`src/sv/uca_pkg.sv`:
```
package uca_pkg;

  // Longest sequence in the original six-byte UTF-8 form
  localparam int unsigned MAX_SEQ_LEN_DEF = 6;

  // Fixed field widths
  localparam int unsigned BYTE_W = 8;
  localparam int unsigned CHAR_W = 48;
  localparam int unsigned LEN_W  = 3;
  localparam int unsigned POS_W  = 3;

  // Byte class boundaries
  localparam logic [BYTE_W-1:0] CONT_LO  = 8'h80;
  localparam logic [BYTE_W-1:0] LEAD_LO  = 8'hC0;
  localparam logic [BYTE_W-1:0] LEAD3_LO = 8'hE0;
  localparam logic [BYTE_W-1:0] LEAD4_LO = 8'hF0;
  localparam logic [BYTE_W-1:0] LEAD5_LO = 8'hF8;
  localparam logic [BYTE_W-1:0] LEAD6_LO = 8'hFC;
  localparam logic [BYTE_W-1:0] BAD_LO   = 8'hFE;

  // Input transaction
  typedef struct packed {
    logic [BYTE_W-1:0] data_byte;
    logic              end_marker;
  } in_t;

  // Result transaction
  typedef struct packed {
    logic [CHAR_W-1:0] char_bytes;
    logic [LEN_W-1:0]  char_length;
    logic              error;
    logic [LEN_W-1:0]  consumed_count;
  } out_t;

  // Sequence length announced by a lead byte (0xC0..0xFF)
  function automatic logic [LEN_W-1:0] lead_length(input logic [BYTE_W-1:0] b);
    logic [LEN_W-1:0] len;
    if (b < LEAD3_LO) begin
      len = LEN_W'(2);
    end else if (b < LEAD4_LO) begin
      len = LEN_W'(3);
    end else if (b < LEAD5_LO) begin
      len = LEN_W'(4);
    end else if (b < LEAD6_LO) begin
      len = LEN_W'(5);
    end else begin
      len = LEN_W'(6);
    end
    return len;
  endfunction

endpackage

```
`src/sv/uca_in_stage.sv`:
```
module uca_in_stage
  import uca_pkg::*;
(
  input  logic clk,
  input  logic rst_n,
  input  logic in_valid,
  output logic in_stall,
  input  in_t  in_item,
  input  logic advance,
  output logic fire,
  output in_t  item
);

  logic in_valid_r, in_valid_nxt;
  in_t  item_r;
  logic load;

  // Register takes a new transaction when empty or draining this cycle
  assign in_stall = in_valid_r && !advance;
  assign load     = in_valid && !in_stall;
  assign fire     = in_valid_r && advance;
  assign item     = item_r;

  always_comb begin
    if (load) begin
      in_valid_nxt = 1'b1;
    end else if (advance) begin
      in_valid_nxt = 1'b0;
    end else begin
      in_valid_nxt = in_valid_r;
    end
  end

  always_ff @(posedge clk) begin
    if (!rst_n) begin
      in_valid_r <= 1'b0;
    end else begin
      in_valid_r <= in_valid_nxt;
    end
  end

  // Payload, no reset
  always_ff @(posedge clk) begin
    if (load) begin
      item_r <= in_item;
    end
  end

endmodule

```
`src/sv/uca_framer.sv`:
```
module uca_framer
  import uca_pkg::*;
#(
  parameter int unsigned MAX_SEQ_LEN = MAX_SEQ_LEN_DEF
) (
  input  logic clk,
  input  logic rst_n,
  input  logic fire,
  input  in_t  item,
  output logic res_valid,
  output out_t res
);

  localparam int unsigned HELD_N = MAX_SEQ_LEN - 1;

  logic [POS_W-1:0]  position_r, position_nxt;
  logic [LEN_W-1:0]  exp_len_r, exp_len_nxt;
  logic [BYTE_W-1:0] held_r [HELD_N];

  logic [BYTE_W-1:0] b;
  logic              is_cont;
  logic [LEN_W-1:0]  lead_len;
  logic              held_we;
  logic [CHAR_W-1:0] acc;

  assign b        = item.data_byte;
  assign is_cont  = (b >= CONT_LO) && (b < LEAD_LO);
  assign lead_len = lead_length(b);

  // Assemble held bytes below the current position plus the new byte at it
  always_comb begin
    acc = '0;
    for (int i = 0; i < MAX_SEQ_LEN; i++) begin
      if (POS_W'(i) == position_r) begin
        acc[i*BYTE_W +: BYTE_W] = b;
      end else if (i < HELD_N && POS_W'(i) < position_r) begin
        acc[i*BYTE_W +: BYTE_W] = held_r[(i < HELD_N) ? i : 0];
      end
    end
  end

  // Framing decision and state update
  always_comb begin
    position_nxt = position_r;
    exp_len_nxt  = exp_len_r;
    held_we      = 1'b0;
    res_valid    = 1'b0;
    res          = '0;
    if (fire) begin
      if (item.end_marker) begin
        // end of stream closes an open sequence as truncated
        if (position_r != '0) begin
          res_valid          = 1'b1;
          res.error          = 1'b1;
          res.consumed_count = LEN_W'(position_r);
          position_nxt       = '0;
          exp_len_nxt        = '0;
        end
      end else if (position_r == '0) begin
        if (b < CONT_LO) begin
          res_valid          = 1'b1;
          res.char_bytes     = CHAR_W'(b);
          res.char_length    = LEN_W'(1);
          res.consumed_count = LEN_W'(1);
        end else if (is_cont || b >= BAD_LO || lead_len > LEN_W'(MAX_SEQ_LEN)) begin
          res_valid          = 1'b1;
          res.error          = 1'b1;
          res.consumed_count = LEN_W'(1);
        end else begin
          held_we      = 1'b1;
          exp_len_nxt  = lead_len;
          position_nxt = POS_W'(1);
        end
      end else if (!is_cont) begin
        // interrupted sequence: offending byte goes with the failed character
        res_valid          = 1'b1;
        res.error          = 1'b1;
        res.consumed_count = LEN_W'(position_r + POS_W'(1));
        position_nxt       = '0;
        exp_len_nxt        = '0;
      end else if (LEN_W'(position_r + POS_W'(1)) >= exp_len_r) begin
        res_valid          = 1'b1;
        res.char_bytes     = acc;
        res.char_length    = LEN_W'(position_r + POS_W'(1));
        res.consumed_count = LEN_W'(position_r + POS_W'(1));
        position_nxt       = '0;
        exp_len_nxt        = '0;
      end else begin
        held_we      = 1'b1;
        position_nxt = position_r + POS_W'(1);
      end
    end
  end

  always_ff @(posedge clk) begin
    if (!rst_n) begin
      position_r <= '0;
      exp_len_r  <= '0;
    end else begin
      position_r <= position_nxt;
      exp_len_r  <= exp_len_nxt;
    end
  end

  // Held bytes, written at the current position
  always_ff @(posedge clk) begin
    for (int i = 0; i < HELD_N; i++) begin
      if (held_we && POS_W'(i) == position_r) begin
        held_r[i] <= b;
      end
    end
  end

  // An open sequence never reaches its announced length
  a_pos_below_len: assert property (@(posedge clk) disable iff (!rst_n)
    position_r != '0 |-> position_r < POS_W'(exp_len_r))
    else $error("position reached expected length");

  // Idle means no length pending
  a_idle_no_len: assert property (@(posedge clk) disable iff (!rst_n)
    position_r == '0 |-> exp_len_r == '0)
    else $error("expected length left over while idle");

  // A good character is consumed exactly as long as it is
  a_good_len: assert property (@(posedge clk) disable iff (!rst_n)
    res_valid && !res.error |-> res.char_length == res.consumed_count)
    else $error("character length differs from consumed count");

  // Any result, character or error, leaves the framer idle
  a_done_idle: assert property (@(posedge clk) disable iff (!rst_n)
    res_valid |=> position_r == '0)
    else $error("framer not idle after a result");

endmodule

```
`src/sv/uca_out_stage.sv`:
```
module uca_out_stage
  import uca_pkg::*;
(
  input  logic clk,
  input  logic rst_n,
  input  logic res_valid,
  input  out_t res,
  output logic advance,
  output logic out_valid,
  input  logic out_stall,
  output out_t out_item
);

  logic out_valid_r, out_valid_nxt;
  out_t out_r;
  logic load;

  // Pipeline moves when the result register is empty or being taken
  assign advance       = !out_valid_r || !out_stall;
  assign load          = advance && res_valid;
  assign out_valid_nxt = advance ? res_valid : out_valid_r;
  assign out_valid     = out_valid_r;
  assign out_item      = out_r;

  always_ff @(posedge clk) begin
    if (!rst_n) begin
      out_valid_r <= 1'b0;
    end else begin
      out_valid_r <= out_valid_nxt;
    end
  end

  // Payload, no reset
  always_ff @(posedge clk) begin
    if (load) begin
      out_r <= res;
    end
  end

endmodule

```
`src/sv/utf8_char_assembler.sv`:
```
// UTF-8 character assembler: frames a byte stream into characters of 1 to
// MAX_SEQ_LEN bytes (six-byte form) and reports each finished character with
// its raw bytes, its length and the stream bytes consumed, or an error for
// malformed or truncated sequences. One byte is accepted every clock cycle
// while results are being taken; out_stall reaches in_stall through the same
// cycle, so only a held result stops the input. A transaction passes an input
// register, combinational framing logic and a result register: the result of
// its last byte is framed from the input register and loaded into the result
// register, where it is presented until taken. With the receiver stalled the
// block holds one byte and one result. Bytes that only extend an open
// sequence produce no result.
module utf8_char_assembler
  import uca_pkg::*;
#(
  parameter int unsigned MAX_SEQ_LEN = MAX_SEQ_LEN_DEF
) (
  input  logic clk,
  input  logic rst_n,
  input  logic in_valid,
  output logic in_stall,
  input  in_t  in_item,
  output logic out_valid,
  input  logic out_stall,
  output out_t out_item
);

  logic advance;
  logic fire;
  in_t  item;
  logic res_valid;
  out_t res;

  // Input register
  uca_in_stage u_in (
    .clk      (clk),
    .rst_n    (rst_n),
    .in_valid (in_valid),
    .in_stall (in_stall),
    .in_item  (in_item),
    .advance  (advance),
    .fire     (fire),
    .item     (item)
  );

  // Framing logic and sequence state
  uca_framer #(
    .MAX_SEQ_LEN (MAX_SEQ_LEN)
  ) u_framer (
    .clk       (clk),
    .rst_n     (rst_n),
    .fire      (fire),
    .item      (item),
    .res_valid (res_valid),
    .res       (res)
  );

  // Result register
  uca_out_stage u_out (
    .clk       (clk),
    .rst_n     (rst_n),
    .res_valid (res_valid),
    .res       (res),
    .advance   (advance),
    .out_valid (out_valid),
    .out_stall (out_stall),
    .out_item  (out_item)
  );

endmodule

```
`config.mk`:
```
export PLATFORM = sky130hd
export DESIGN_NAME = utf8_char_assembler
export DESIGN_NICKNAME = d
export VERILOG_FILES = /design/src/sv/uca_pkg.sv /design/src/sv/uca_in_stage.sv /design/src/sv/uca_framer.sv /design/src/sv/uca_out_stage.sv /design/src/sv/utf8_char_assembler.sv
export SDC_FILE = /design/constraint.sdc
export NUM_CORES = 1
export LEC_CHECK = 0
export BUFFER_PORTS_ARGS = -buffer_cell sky130_fd_sc_hd__buf_2
export CORE_MARGIN = 2
export CORE_UTILIZATION = 50
export DETAILED_ROUTE_END_ITERATION = 6
export GPL_ROUTABILITY_DRIVEN = 0
export HOLD_SLACK_MARGIN = 0.1
export PLACE_DENSITY = 0.71
export SYNTH_ARGS = -nofsm -noshare
export SYNTH_HDL_FRONTEND = slang
export SYNTH_SLANG_ARGS = --single-unit
```
`constraint.sdc`:
```
create_clock -name clk -period 5.2 [get_ports clk]
set_clock_uncertainty 0.15 [all_clocks]
set_input_delay 1.04 -clock clk [delete_from_list [all_inputs] [get_ports clk]]
set_output_delay 1.04 -clock clk [all_outputs]
set_load 0.01 [all_outputs]
```
==> flow_summary_export.csv <==
group,metric,value,unit
min_path,hold_path_class,"flip-flop to flip-flop",
yosys,yosys_warnings,0,
yosys,synth_edf_count,104,
placed_design,portBuffers,69,
timing,relSlewSlack,22.6,%
yosys,yosysTopAreaCell,"edfxtp_1",
clock_network,postCtsSetupBuffers,0,
yosys,synth.avg_cell_area,14.0,µm²
clock_network,cts_sinks,112,
setup_path,cp-start-kind,"flip-flop",
clock_network,holdBufCountCts,0,
yosys,synth_common_cells,"edfxtp_1 (104), nor2_1 (38), a22oi_1 (24)",
timing,finalSetupTns,0,ns
timing,worstMarginPinSlew,1.16,ns
routing,drtPass1Iterations,5,
yosys,yosys_most_used_dff,"edfxtp_1",
routing,initialDrtViolationCount,220,
timing,period_share,75.3,%
setup_path,cp.arrival,3.81,ns
cells_and_area,antenna_cells,0,
routing,vias,3012,
placed_design,hpwlAfterDp,5860,µm
clock_network,cts_tree,"yes",
yosys,ys_ff_latch,112,
timing,hold_violations,0,
global_routing,grt_max_degree,35,
cells_and_area,areaGrowthSynthToFinish,12.0,%
clock_network,cts_inserted_buffers,9,
timing,fin_crit,3.92,ns
power,p_per_area,297,nW/µm²
clock_network,cts-root-buf,"clkbuf_8",
floorplanning,rows,35,
timing,slew_violations,0,
clock_network,h-tree-depth,3,
yosys,ys_seq_area_share,69.8,%
cells_and_area,nNetsFinal,420,
yosys,async_flop_share,0,%
yosys,syn_inst,337,
global_routing,grt_pass1_vias,2723,
yosys,synth.most_common_cell,"edfxtp_1",
global_routing,grt_pass1_wl,14400,µm
floorplanning,io_pins,70,
floorplanning,die_x,101,µm
timing,setup_viol,0,
floorplanning,die_h,101,µm
setup_path,startpoint,"u_framer.position_r[0]",
placed_design,place_ws,1.31,ns
flow_run,maxCapViolations,0,
setup_path,critical_path_class,"flip-flop to flip-flop",
floorplanning,core-area,9200,µm²
setup_path,critPathCaptureType,"flip-flop",
setup_path,r2r-start,"u_framer.position_r[0]",
power,power,0.00156,W
placed_design,place_area,5090,µm²
routing,wire_per_inst,18.0,µm
min_path,min_from,"u_framer.exp_len_r[1]",
cells_and_area,design_area,5270,µm²
clock_network,clk_latency,0.38,ns
cells_and_area,drive_gt1_share,27.2,%
setup_path,required,5.09,ns
global_routing,gr-total-overflow,0,
routing,post_drt_via_cell_ratio,5.84,
routing,routed_wl,9310,µm
global_routing,grt_usage,18.8,%
run_status,status,"complete, no violations",
setup_path,critPathMaxFanout,34,
power,p_leak,1.80,nW
floorplanning,die_area,10200,µm²
global_routing,antenna_found_initial,0,
timing,rsz0062_at_grt,"no",
timing,fin_ws,1.28,ns
routing,antenna_left,0,
clock_network,cts_resized,0,
power,ir_worst_vdd,0.000158,V
yosys,netlist.area_leader.share,66.4,%
floorplanning,initial_core_util,51.1,%
yosys,ys_types,54,
clock_network,clkSlewWorstSetupHoldPaths,0.10,ns
clock_network,clk_path_buf_depth,2,
routing,drc,0,
timing,clock.fmax,0.255,GHz
yosys,netlist_area,4700,µm²
yosys,syn_nets,357,
yosys,synth.top_cells.by_area,"edfxtp_1 (66%), a22oi_1 (3.8%), dfxtp_1 (3.4%), nor2_1 (3.0%), ha_1 (1.9%)",
## final cells by class
| type | instances | area (µm²) |
|---|---|---|
| Fill cell | 740 | 3930 |
| Sequential cell | 112 | 3280 |
| Multi-Input combinational cell | 195 | 1260 |
| Timing Repair Buffer | 73 | 375 |
| Tap cell | 111 | 139 |
| Clock buffer | 9 | 124 |
| Clock inverter | 7 | 53.8 |
| Inverter | 9 | 33.8 |
## per-stage QoR
step                hold WS, ns  utilization (%)  instances
CTS                       0.318             57.3        516
global route              0.336             57.3        516
detailed placement        0.303             55.3        500
finish                    0.316             57.3        516
global placement          0.299             55.3        500
floorplan                 0.288                -        337
## report_power, final
part           switching (W)  total [W]  leakage [nW]  internal [W]
combinational      0.0000377  0.0000579         0.661     0.0000202
sequential         0.0000227    0.00102          1.04      0.000997
clock               0.000306   0.000485        0.0896      0.000180
total               0.000366    0.00156          1.80       0.00120
## registers in the layout (all words and copies together) (netlist names)
name                 cells
u_in.item                9
u_framer.held_r         40
u_framer.position_r      3
u_framer.exp_len_r       3
u_out.out_item          55
u_out.out_valid          1
u_in.in_valid_r          1
## cells in the final DEF (no fill, tap or decap), types with 2 or more instances in the layout
| cell | instances |
|---|---|
| nand4_1 | 3 |
| clkbuf_8 | 9 |
| a21oi_1 | 7 |
| and2_1 | 9 |
| nor3b_1 | 2 |
| a211oi_2 | 2 |
| o2111ai_1 | 2 |
| buf_4 | 4 |
| inv_6 | 2 |
| nor2b_1 | 14 |
| a32oi_1 | 8 |
| a31oi_1 | 7 |
| buf_2 | 69 |
| ha_1 | 7 |
| nor2_2 | 10 |
| a22oi_1 | 24 |
| nor4_1 | 2 |
| o21ai_0 | 5 |
| nand2_1 | 13 |
| mux2i_1 | 3 |
| and4_1 | 2 |
| inv_1 | 9 |
| nor3_1 | 4 |
| dfxtp_1 | 8 |
| nand3_1 | 4 |
| and3_1 | 2 |
| or3_1 | 2 |
| nor2_1 | 38 |
| edfxtp_1 | 104 |
| a211oi_1 | 2 |
## worst max-delay path: stages (launching register included)
cell and delay, ns:
dfxtp_1 0.76, inv_1 0.28, ha_1 0.44, ha_1 0.30, nand2_1 0.06, o21a_2 0.26, a21oi_2 0.25, and3_2 0.58
buf_4 0.47
## logic make-up (layout without fill, tap and decap cells)
family                   after synthesis  after routing  share of synthesized area (%)
AO/OA/AOI/OAI                         72             72                           11.7
adder cells (fa/ha/maj)                7              7                           1.86
other                                  1              1                         0.0798
flip-flops                           112            112                           69.8
buffers and inverters                 30             98                           3.43
AND/OR/NAND/NOR                      112            112                           12.4
multiplexers                           3              3                          0.639
## metal layers
layer  GRT usage [%]  share of wire (%)  vias to the layer above
li1                -                  -                     1399
met1            26.8                 45                     1450
met2            28.3                 46                      148
met3            4.02                7.7                       15
met4            7.48                1.7                        0
met5               0                  0                        -
## final timing paths
| kind | end | slack [ns] | cells past startpoint |
|---|---|---|---|
| worst min-delay path | u_framer.exp_len_r[1] | 0.32 | 2 |
| worst max-delay path | u_out.out_item[11] | 1.28 | 8 |
| worst max register to register | u_out.out_item[11] | 1.28 | 8 |
| worst min register to register | u_framer.exp_len_r[1] | 0.32 | 2 |
(Power assumes the default switching activity.)
